===== src/rtl/tkpq_pkg.sv =====
// Shared types, widths and codes for the two-key sorted priority queue.
`default_nettype none

package tkpq_pkg;

  // Field widths of one request and one response.
  localparam int unsigned ID_W     = 16;
  localparam int unsigned EXP_W    = 6;
  localparam int unsigned SCORE_W  = 6;
  localparam int unsigned STATUS_W = 2;
  localparam int unsigned OCC_W    = 6;

  // Configuration defaults.
  localparam int unsigned DEPTH_DEFAULT = 32;
  localparam logic [EXP_W-1:0] THRESHOLD_RESET = 6'd3;

  // Register map.
  localparam int unsigned APB_ADDR_W = 3;
  localparam int unsigned APB_DATA_W = 32;
  localparam logic REG_THRESHOLD = 1'b0;

  // Request modes.
  localparam logic MODE_INSERT = 1'b0;
  localparam logic MODE_POP    = 1'b1;

  // Response status codes.
  typedef enum logic [STATUS_W-1:0] {
    ST_INSERTED = 2'd0,
    ST_FULL     = 2'd1,
    ST_POPPED   = 2'd2,
    ST_EMPTY    = 2'd3
  } status_t;

  // One stored entry.
  typedef struct packed {
    logic [ID_W-1:0]    id;
    logic               degree;
    logic [EXP_W-1:0]   experience;
    logic [SCORE_W-1:0] score;
  } entry_t;

  // Controller states.
  typedef enum logic {
    S_IDLE,
    S_EXEC
  } ctrl_state_t;

  // Commands from the controller to the datapath.
  typedef struct packed {
    logic capture;
    logic exec;
  } cmd_t;

endpackage

`default_nettype wire


===== src/rtl/tkpq_if.sv =====
// Request and response channel interfaces of the priority queue.
`default_nettype none

interface tkpq_req_if;
  import tkpq_pkg::*;
  logic               valid;
  logic               ready;
  logic               mode;
  logic [ID_W-1:0]    candidate_id;
  logic               has_degree;
  logic [EXP_W-1:0]   years_experience;
  logic [SCORE_W-1:0] score;

  modport source (output valid, mode, candidate_id, has_degree, years_experience, score,
                  input ready);
  modport sink (input valid, mode, candidate_id, has_degree, years_experience, score,
                output ready);
endinterface

interface tkpq_rsp_if;
  import tkpq_pkg::*;
  logic                valid;
  logic                ready;
  logic [STATUS_W-1:0] status;
  logic [ID_W-1:0]     out_id;
  logic                out_degree;
  logic [EXP_W-1:0]    out_experience;
  logic [SCORE_W-1:0]  out_score;
  logic [OCC_W-1:0]    occupancy;

  modport source (output valid, status, out_id, out_degree, out_experience, out_score,
                  occupancy, input ready);
  modport sink (input valid, status, out_id, out_degree, out_experience, out_score,
                occupancy, output ready);
endinterface

`default_nettype wire


===== src/rtl/tkpq_ctrl.sv =====
// Controller state machine: sequences capture, execute and response handoff.
`default_nettype none

module tkpq_ctrl
  import tkpq_pkg::*;
(
  input  wire  clk,
  input  wire  rst,
  input  wire  in_valid,
  output logic in_ready,
  output logic out_valid,
  input  wire  out_ready,
  output cmd_t cmd
);

  ctrl_state_t state, state_next;

  // State register.
  always_ff @(posedge clk) begin
    if (rst) begin
      state <= S_IDLE;
    end else begin
      state <= state_next;
    end
  end

  // Next state.
  always_comb begin
    state_next = state;
    unique case (state)
      S_IDLE: begin
        if (cmd.capture) state_next = S_EXEC;
      end
      S_EXEC: begin
        if (cmd.exec) state_next = S_IDLE;
      end
      default: state_next = S_IDLE;
    endcase
  end

  // Outputs: take a request while idle, execute once the response register can be loaded.
  always_comb begin
    in_ready    = 1'b0;
    cmd.exec    = 1'b0;
    unique case (state)
      S_IDLE: begin
        in_ready = !rst;
      end
      S_EXEC: begin
        cmd.exec = !out_valid || out_ready;
      end
      default: begin
        in_ready = 1'b0;
      end
    endcase
    cmd.capture = in_valid && in_ready;
  end

  // Response valid flag.
  always_ff @(posedge clk) begin
    if (rst) begin
      out_valid <= 1'b0;
    end else if (cmd.exec) begin
      out_valid <= 1'b1;
    end else if (out_ready) begin
      out_valid <= 1'b0;
    end
  end

endmodule

`default_nettype wire


===== src/rtl/tkpq_dp.sv =====
// Datapath: sorted array of compare-and-shift cells, entry count and response register.
`default_nettype none

module tkpq_dp
  import tkpq_pkg::*;
#(
  parameter int unsigned DEPTH = DEPTH_DEFAULT
) (
  input  wire                 clk,
  input  wire                 rst,
  input  cmd_t                cmd,
  input  wire  [EXP_W-1:0]    threshold,
  input  wire                 mode,
  input  wire  [ID_W-1:0]     candidate_id,
  input  wire                 has_degree,
  input  wire  [EXP_W-1:0]    years_experience,
  input  wire  [SCORE_W-1:0]  score,
  output logic [STATUS_W-1:0] status,
  output logic [ID_W-1:0]     out_id,
  output logic                out_degree,
  output logic [EXP_W-1:0]    out_experience,
  output logic [SCORE_W-1:0]  out_score,
  output logic [OCC_W-1:0]    occupancy
);

  localparam int unsigned CNT_W = $clog2(DEPTH + 1);

  // Criterion: degree set and experience strictly above the threshold.
  function automatic logic meets(input entry_t e, input logic [EXP_W-1:0] thr);
    meets = e.degree && (e.experience > thr);
  endfunction

  // a strictly outranks b.
  function automatic logic outranks(input entry_t a, input entry_t b,
                                    input logic [EXP_W-1:0] thr);
    logic ma;
    logic mb;
    ma = meets(a, thr);
    mb = meets(b, thr);
    outranks = (ma != mb) ? ma : (a.score > b.score);
  endfunction

  logic             item_mode;
  entry_t           item;
  entry_t           slots [DEPTH];
  entry_t           cell_ins [DEPTH];
  entry_t           cell_pop [DEPTH];
  logic [DEPTH-1:0] hit;
  logic [DEPTH-1:0] hit_before;
  logic [CNT_W-1:0] count;
  logic [CNT_W-1:0] count_next;
  logic             full;
  logic             empty;
  logic             do_ins;
  logic             do_pop;

  // Captured request.
  always_ff @(posedge clk) begin
    if (cmd.capture) begin
      item_mode        <= mode;
      item.id          <= candidate_id;
      item.degree      <= has_degree;
      item.experience  <= years_experience;
      item.score       <= score;
    end
  end

  assign full   = (count == CNT_W'(DEPTH));
  assign empty  = (count == '0);
  assign do_ins = cmd.exec && (item_mode == MODE_INSERT) && !full;
  assign do_pop = cmd.exec && (item_mode == MODE_POP) && !empty;

  // Per-cell compare; unused cells count as the tail insertion point.
  for (genvar i = 0; i < DEPTH; i++) begin : g_cell
    assign hit[i] = !(CNT_W'(i) < count) || outranks(item, slots[i], threshold);

    if (i == 0) begin : g_head
      assign hit_before[i] = 1'b0;
      assign cell_ins[i]   = hit[i] ? item : slots[i];
    end else begin : g_body
      assign hit_before[i] = |hit[i-1:0];
      assign cell_ins[i]   = hit_before[i] ? slots[i-1] : (hit[i] ? item : slots[i]);
    end

    if (i == DEPTH - 1) begin : g_tail
      assign cell_pop[i] = slots[i];
    end else begin : g_mid
      assign cell_pop[i] = slots[i+1];
    end
  end

  // Cell array update.
  always_ff @(posedge clk) begin
    for (int j = 0; j < DEPTH; j++) begin
      if (do_ins) begin
        slots[j] <= cell_ins[j];
      end else if (do_pop) begin
        slots[j] <= cell_pop[j];
      end
    end
  end

  // Entry count.
  always_comb begin
    count_next = count;
    if (do_ins) begin
      count_next = count + 1'b1;
    end else if (do_pop) begin
      count_next = count - 1'b1;
    end
  end

  always_ff @(posedge clk) begin
    if (rst) begin
      count <= '0;
    end else begin
      count <= count_next;
    end
  end

  // Response register, loaded on execute.
  always_ff @(posedge clk) begin
    if (cmd.exec) begin
      out_id         <= '0;
      out_degree     <= 1'b0;
      out_experience <= '0;
      out_score      <= '0;
      occupancy      <= OCC_W'(count_next);
      if (item_mode == MODE_INSERT) begin
        status <= full ? ST_FULL : ST_INSERTED;
      end else if (empty) begin
        status <= ST_EMPTY;
      end else begin
        status         <= ST_POPPED;
        out_id         <= slots[0].id;
        out_degree     <= slots[0].degree;
        out_experience <= slots[0].experience;
        out_score      <= slots[0].score;
      end
    end
  end

endmodule

`default_nettype wire


===== src/rtl/two_key_sorted_priority_queue_core.sv =====
// Top level of the two-key sorted priority queue: register port, controller and datapath.
//
//   Channel  Direction  Handshake        Payload
//   req      in         valid / ready    mode, candidate_id, has_degree, years_experience, score
//   rsp      out        valid / ready    status, out_id, out_degree, out_experience, out_score,
//                                        occupancy
//   apb      in         psel / penable   experience_threshold at address 0
//
// Each request is first captured and then run through the compare-and-shift cell
// array, which inserts or pops the whole array in one step.
// The execute cycle waits while the response register still holds an untaken response.
// Reset clears the entry count, the controller and the response valid flag, and sets
// the threshold to 3; the cell contents are not cleared and need no clearing pass.
`default_nettype none

module two_key_sorted_priority_queue_core
  import tkpq_pkg::*;
#(
  parameter int unsigned DEPTH = DEPTH_DEFAULT
) (
  input  wire                    clk,
  input  wire                    rst,
  tkpq_req_if.sink               req,
  tkpq_rsp_if.source             rsp,
  input  wire                    psel,
  input  wire                    penable,
  input  wire                    pwrite,
  input  wire  [APB_ADDR_W-1:0]  paddr,
  input  wire  [APB_DATA_W-1:0]  pwdata,
  output logic [APB_DATA_W-1:0]  prdata,
  output logic                   pready
);

  logic [EXP_W-1:0] threshold;
  cmd_t             cmd;

  // Configuration register.
  assign pready = 1'b1;

  always_ff @(posedge clk) begin
    if (rst) begin
      threshold <= THRESHOLD_RESET;
    end else if (psel && penable && pwrite && pready && (paddr[2] == REG_THRESHOLD)) begin
      threshold <= pwdata[EXP_W-1:0];
    end
  end

  always_comb begin
    prdata = '0;
    if (paddr[2] == REG_THRESHOLD) begin
      prdata = APB_DATA_W'(threshold);
    end
  end

  // Controller.
  tkpq_ctrl u_ctrl (
    .clk       (clk),
    .rst       (rst),
    .in_valid  (req.valid),
    .in_ready  (req.ready),
    .out_valid (rsp.valid),
    .out_ready (rsp.ready),
    .cmd       (cmd)
  );

  // Datapath.
  tkpq_dp #(
    .DEPTH (DEPTH)
  ) u_dp (
    .clk              (clk),
    .rst              (rst),
    .cmd              (cmd),
    .threshold        (threshold),
    .mode             (req.mode),
    .candidate_id     (req.candidate_id),
    .has_degree       (req.has_degree),
    .years_experience (req.years_experience),
    .score            (req.score),
    .status           (rsp.status),
    .out_id           (rsp.out_id),
    .out_degree       (rsp.out_degree),
    .out_experience   (rsp.out_experience),
    .out_score        (rsp.out_score),
    .occupancy        (rsp.occupancy)
  );

`ifndef ASSERT_OFF
  // A captured request blocks the next one until it has executed.
  a_one_in_flight: assert property (@(posedge clk) disable iff (rst)
    (req.valid && req.ready) |=> !req.ready)
    else $error("request accepted while another is in flight");

  // An empty response reports an empty queue.
  a_empty_occ: assert property (@(posedge clk) disable iff (rst)
    (rsp.valid && (rsp.status == ST_EMPTY)) |-> (rsp.occupancy == '0))
    else $error("empty status with nonzero occupancy");

  // Only a pop returns entry fields.
  a_fields_zero: assert property (@(posedge clk) disable iff (rst)
    (rsp.valid && (rsp.status != ST_POPPED)) |->
      (rsp.out_id == '0) && !rsp.out_degree && (rsp.out_experience == '0) &&
      (rsp.out_score == '0))
    else $error("entry fields set on a non-pop response");
`endif

endmodule

`default_nettype wire

===== src/flat_wrapper.sv =====
// flat-port wrapper written by rule: the top's interface ports become plain ports
module two_key_sorted_priority_queue_core_flat import tkpq_pkg::*;
#(
  parameter int unsigned DEPTH = DEPTH_DEFAULT
)
  (clk, rst, psel, penable, pwrite, paddr, pwdata, prdata, pready, req_valid, req_mode, req_candidate_id, req_has_degree, req_years_experience, req_score, req_ready, rsp_valid, rsp_status, rsp_out_id, rsp_out_degree, rsp_out_experience, rsp_out_score, rsp_occupancy, rsp_ready);
  tkpq_req_if req_i ();
  tkpq_rsp_if rsp_i ();
  input  wire clk;
  input  wire rst;
  input  wire psel;
  input  wire penable;
  input  wire pwrite;
  input  wire  [APB_ADDR_W-1:0] paddr;
  input  wire  [APB_DATA_W-1:0] pwdata;
  output logic [APB_DATA_W-1:0] prdata;
  output logic pready;
  input wire logic [$bits(req_i.valid)-1:0] req_valid;
  input wire logic [$bits(req_i.mode)-1:0] req_mode;
  input wire logic [$bits(req_i.candidate_id)-1:0] req_candidate_id;
  input wire logic [$bits(req_i.has_degree)-1:0] req_has_degree;
  input wire logic [$bits(req_i.years_experience)-1:0] req_years_experience;
  input wire logic [$bits(req_i.score)-1:0] req_score;
  output wire logic [$bits(req_i.ready)-1:0] req_ready;
  output wire logic [$bits(rsp_i.valid)-1:0] rsp_valid;
  output wire logic [$bits(rsp_i.status)-1:0] rsp_status;
  output wire logic [$bits(rsp_i.out_id)-1:0] rsp_out_id;
  output wire logic [$bits(rsp_i.out_degree)-1:0] rsp_out_degree;
  output wire logic [$bits(rsp_i.out_experience)-1:0] rsp_out_experience;
  output wire logic [$bits(rsp_i.out_score)-1:0] rsp_out_score;
  output wire logic [$bits(rsp_i.occupancy)-1:0] rsp_occupancy;
  input wire logic [$bits(rsp_i.ready)-1:0] rsp_ready;
  assign req_i.valid = req_valid;
  assign req_i.mode = req_mode;
  assign req_i.candidate_id = req_candidate_id;
  assign req_i.has_degree = req_has_degree;
  assign req_i.years_experience = req_years_experience;
  assign req_i.score = req_score;
  assign req_ready = req_i.ready;
  assign rsp_valid = rsp_i.valid;
  assign rsp_status = rsp_i.status;
  assign rsp_out_id = rsp_i.out_id;
  assign rsp_out_degree = rsp_i.out_degree;
  assign rsp_out_experience = rsp_i.out_experience;
  assign rsp_out_score = rsp_i.out_score;
  assign rsp_occupancy = rsp_i.occupancy;
  assign rsp_i.ready = rsp_ready;
  two_key_sorted_priority_queue_core #(.DEPTH(DEPTH)) u_core (.clk(clk), .rst(rst), .req(req_i), .rsp(rsp_i), .psel(psel), .penable(penable), .pwrite(pwrite), .paddr(paddr), .pwdata(pwdata), .prdata(prdata), .pready(pready));
endmodule

===== config.mk =====
export PLATFORM = sky130hd
export DESIGN_NAME = two_key_sorted_priority_queue_core_flat
export DESIGN_NICKNAME = d
export VERILOG_FILES = /design/src/rtl/tkpq_pkg.sv /design/src/rtl/tkpq_if.sv /design/src/rtl/tkpq_ctrl.sv /design/src/rtl/tkpq_dp.sv /design/src/rtl/two_key_sorted_priority_queue_core.sv /design/src/flat_wrapper.sv
export SDC_FILE = /design/constraint.sdc
export NUM_CORES = 2
export LEC_CHECK = 0
export ABC_AREA = 1
export BUFFER_PORTS_ARGS = -buffer_cell sky130_fd_sc_hd__buf_2
export CELL_PAD_IN_SITES_DETAIL_PLACEMENT = 1
export CELL_PAD_IN_SITES_GLOBAL_PLACEMENT = 1
export CORE_ASPECT_RATIO = 0.5
export CORE_MARGIN = 2
export CORE_UTILIZATION = 34
export DETAILED_ROUTE_END_ITERATION = 12
export PLACE_DENSITY = 0.62
export SKIP_LAST_GASP = 1
export SLEW_MARGIN = 0
export SYNTH_ARGS = -nofsm -noshare
export SYNTH_HDL_FRONTEND = slang
export SYNTH_SLANG_ARGS = --single-unit

===== constraint.sdc =====
create_clock -name clk -period 15 [get_ports clk]
set_input_delay 2.25 -clock clk [delete_from_list [all_inputs] [get_ports clk]]
set_output_delay 2.25 -clock clk [all_outputs]
set_load 0.1 [all_outputs]

# Yosys cells after proc, flatten, opt, wreduce, memory -nomap -nowiden
# Memories as Yosys holds them, arrays and structs flattened.
# Cells that the tools add are included.
classes:
  n_bitwise: 35
  n_eq_ne: 33
  order_cmp: 97
  muxes: 145
  n_reduce_logical: 143
  add_sub_neg: 2
op_table:
  columns: ["cell", "n"]
  rows:
  - ["two-way mux 29 bit", 95]
  - ["> comparator 6 bit", 65]
  - ["less-than comparator 5 x 6 -> 1 bit (first input constant)", 16]
  - ["less-than comparator 4 x 6 -> 1 bit (first input constant)", 8]
  - ["two-way mux 1 bit", 45]
  - ["logical AND 1 bit", 41]
  - ["logical NOT 1 bit", 36]
  - ["logical OR 1 bit", 33]
  - ["!= test 1 bit", 32]
  - ["bitwise OR 1 bit", 32]
  - ["OR reduction 31 bit", 1]
  - ["OR reduction 30 bit", 1]
  - ["OR reduction 29 bit", 1]
  - ["OR reduction 28 bit", 1]
  - ["OR reduction 27 bit", 1]
  - ["OR reduction 26 bit", 1]
  - ["OR reduction 25 bit", 1]
  - ["less-than comparator 3 x 6 -> 1 bit (first input constant)", 4]
  - ["OR reduction 24 bit", 1]
  - ["OR reduction 23 bit", 1]
  - ["OR reduction 22 bit", 1]
  - ["OR reduction 21 bit", 1]
  - ["OR reduction 20 bit", 1]
  - ["OR reduction 19 bit", 1]
  - ["28 further kinds", 35]
totals:
  input_bits: 72
  output_inout_bits: 72
  regBits: 81
  mem_bits_rw: 928
  mem_count: 1
mem_list:
  columns: ["name", "depth", "width", "read_ports", "rd_clocked_by_memory_dff", "wr", "line_no", "source"]
  rows:
  - ["u_core.u_dp.slots", 32, 29, 32, 0, 32, "tkpq_dp.sv:45", "entry_t slots [DEPTH];"]

# Logic depth before layout (Yosys ltp)
depth:
  ltp_word: 9
  mapped_depth: 25
  ltp_nobuf: 21

# Modules after synthesis
# A second synthesis with hierarchy kept.
unflattened:
  hier_cells: 8280
  hier_area_um2: 64689.5
by_module_without_submodules:
  columns: ["module", "instances", "area_per_inst_um2", "cells_each"]
  rows:
  - ["tkpq_dp", 1, 64026.4, 8181]
  - ["two_key_sorted_priority_queue_core", 1, 560.5, 83]
  - ["tkpq_ctrl", 1, 102.6, 16]

# Worst setup path after synthesis
# No wires, ideal clock.
synth_path:
  path_kind: "input port to flip-flop"
  startpoint: "input rsp_ready"
  endpoint: "memory u_core.u_dp.slots[0][319] (netlist name), enable pin"
  stages: 7
  required_ns: 14.545
  setup_ns: 0.455
  t_arrival_ns: 6.509
  slack_ns: 8.036
  cell_sequence: "nor2_1 -> nor2_1 -> clkbuf_1 -> nand3_1 -> clkbuf_1 -> clkbuf_1 -> o21ai_0"
synth_rtl:
  columns: ["item", "line_no", "source"]
  rows:
  - ["start: declaration", "flat_wrapper.sv:32", "input wire logic [$bits(rsp_i.ready)-1:0] rsp_ready;"]
  - ["end: declaration", "tkpq_dp.sv:45", null]

==> metrics <==
first-pass GRT wire length 369000 um; largest buffer count on any clock path 3; post-route ant nets 0; Total Routing Usage GR 0.251; chip width between 600 and 700 um; CTS resizes 0; Min Clock Period, post-route 7.20 ns; cts bufs inserted 107; Placed Cells 10.4k; Mapped Area 0.0643 sq mm; Final Hold Fails 0; worst hold start u_core.u_dp.slots[1][460]; Fmax 139 MHz; cell mode on critical path nand2_1; CP peak stage delay between 1 and 1.5 ns; core region area 0.187 sq mm; Critical Path Start Type register; Commonest cells post-synth 2470 x nand2_1, 1147 x nand3_1, 1059 x inv_1; sequential area share after synthesis 0.469; count leader, synth nand2_1; status finished, final reports clean; fill cell count about 23k; routed via count 56.7k; R2R Path End u_core.u_dp.slots[1][308]; Setup crit end kind register; DR iter-0 viols between 4k and 5k; Multi-input gate area 0.0279 sq mm; Clock Sink Count 1009; # DRC 0; reg2reg path depth 17; WL per Instance 23.4 um; Syn Area/Cell around 8 sq um; worst relative slew slack 0.137; gpl congestion 0.835; Initial Util 0.343; data required time of the worst path 15.39 ns; drt total wl roughly 250000 um; kind of critical path register to register; Skew-Pair Late Insertion Delay 0.77 ns; Chip Height 311 um; CTS tree yes; post-synth top area share 0.465; Root Driver clkbuf_16; setup ws final 7.80 ns; Final Max Tran Viols 0; Tcrit/Tclk final 0.480; worst path cell trace nor2_2, nand2_1, nor2_1, nand2_1, o21ai_1, nor2_1, nand2_2, nor2_4, nand2_2, buf_4, nor2_4, buf_4, buf_12, nand2_1, nand4_1, nand2_1, buf_4; cell area power density 115 mW/mm^2; # IOs between 100 and 150; FF-to-FF Start u_core.u_dp.count[4]; area grow syn2layout 9.15%; die area 0.193 sq mm; FF+latch count, synth ~1k; EDFF count, synth just under 1k; hold buffers post-CTS 0; Synth Flop Type edfxtp_1; Power Total 8070 uW; YS warnings 0; Async S/R FF share, synth 0; max cap viols 0; Leakage 0.0320 uW; HPWL Detailed roughly 170000 um; Slowest-stage cell, CP nor2_1; antenna violations before repair 10; GR Overflow Total 0; crit path max fanout 115; cell taking the most area after synthesis edfxtp_1; Pre-antenna DRT Iters 5; WP data arrival roughly 7.6 ns; Register Area 0.0302 sq mm; slew of the pin with the lowest slew margin 1.28 ns; DR vias/cell 5.37; share of cells above drive strength 1 0.0618; VDD IR max 0.0937 mV; vias in the first global route 56.7k; Cells after Synth 8130; synth top area cells edfxtp_1 46%, nand2_1 14%, nand3_1 8.9%; # rows 112; worst min path class register to register; I/O Buffers 88; Worst Hold Path EP u_core.u_dp.slots[1][431]; Final Setup Violations 0; fin util 0.375; Layout Cells excl Fill roughly 11k; fin nets 8430; RSZ-0062 raised after global routing false; H-tree levels 3; hold path depth 2; largest net degree at the start of global routing around 170; Setup Slack @ Placement 7.98 ns; Worst Skew roughly 0.046 ns; postcts setup bufs 0; post-synthesis cell type count 39; Clk pin slew, worst setup/hold paths ~0.070 ns; R2R setup slack 7.80 ns; Setup TNS 0 ns
## cells by family (layout without fill, tap and decap cells)
group,Yosys count,count (layout),synth area share
adder cells (fa/ha/maj),393,393,0.0765
other,2,32,0.000117
AND/OR/NAND/NOR,3979,3979,0.258
AO/OA/AOI/OAI,1130,1130,0.0938
buffers and inverters,1612,1505,0.102
flip-flops,1009,1009,0.469
XOR/XNOR,5,5,0.000681
## worst max-delay path by stage
stage | start | end | slack (ns) | cells after the start
floorplan | rsp_ready | u_core.u_dp.slots[0][319] | 8.04 | 7
global placement | u_core.u_dp.item[11] | u_core.u_dp.slots[1][277] | 8.12 | 19
detailed placement | u_core.u_dp.item[11] | u_core.u_dp.slots[1][280] | 7.98 | 19
CTS | u_core.u_dp.item[11] | u_core.u_dp.slots[1][278] | 7.91 | 19
global route | u_core.u_dp.item[11] | u_core.u_dp.slots[1][278] | 7.38 | 19
finish | u_core.u_dp.count[4] | u_core.u_dp.slots[1][308] | 7.80 | 17
## flip-flops by register name (all words and copies together) (netlist names), 2 cells and up
register / cells
u_core.threshold: 6
u_core.u_dp.count: 6
u_core.u_dp.item: 29
u_core.u_dp.occupancy: 6
u_core.u_dp.out_experience: 6
u_core.u_dp.out_id: 16
u_core.u_dp.out_score: 6
u_core.u_dp.slots: 928
u_core.u_dp.status: 2
## per-stage QoR
| stage | hold slack, ns | area, sq um |
|---|---|---|
| finish | 0.531 | 70200 |
| detailed placement | 0.510 | 66900 |
| global route | 0.549 | 70200 |
| CTS | 0.528 | 70200 |
| global placement | 0.506 | 66900 |
| floorplan | 0.459 | 64400 |
## report_power, final
group | total (uW) | switching (uW) | leakage [uW] | internal (uW)
clock network | 2710 | 1290 | 0.00163 | 1420
logic | 1680 | 1230 | 0.0210 | 452
registers | 3680 | 168 | 0.00931 | 3510
total | 8070 | 2690 | 0.0320 | 5390
## worst max-delay path: cells and delay by family (launching register included)
kind	cells	cell delay, ns
buffers and inverters	4	1.34
AOI/OAI and AO/OA	1	0.21
DFF	1	0.40
and+or+nand+nor	12	4.69
## metal layers
| metal | vias to the layer above | share of wire | global-route usage |
|---|---|---|---|
| met5 | - | 0.00011 | 0 |
| met4 | 4 | 0.021 | 0.0549 |
| met3 | 237 | 0.056 | 0.0312 |
| met2 | 1340 | 0.45 | 0.399 |
| met1 | 28658 | 0.48 | 0.365 |
| li1 | 26471 | - | - |
## area by class of cell
cell class                 count  area share
antenna                        5    0.000178
clock buffer                 137      0.0402
clock inverter                55     0.00694
inverter                    1072      0.0575
multi-input combinational   5534       0.397
sequential                  1009       0.430
tap                         2508      0.0447
timing repair buffer         241      0.0234
## cell usage in the layout (no fill, tap or decap), drive strengths merged, types with 59 or more instances in the layout
cell type	instances
a21oi	246
buf	241
clkbuf	137
edfxtp	995
ha	393
inv	1073
nand2	2473
nand3	1147
nor2	309
o211ai	61
o21ai	715
o21bai	59
(Power assumes the default switching activity.)
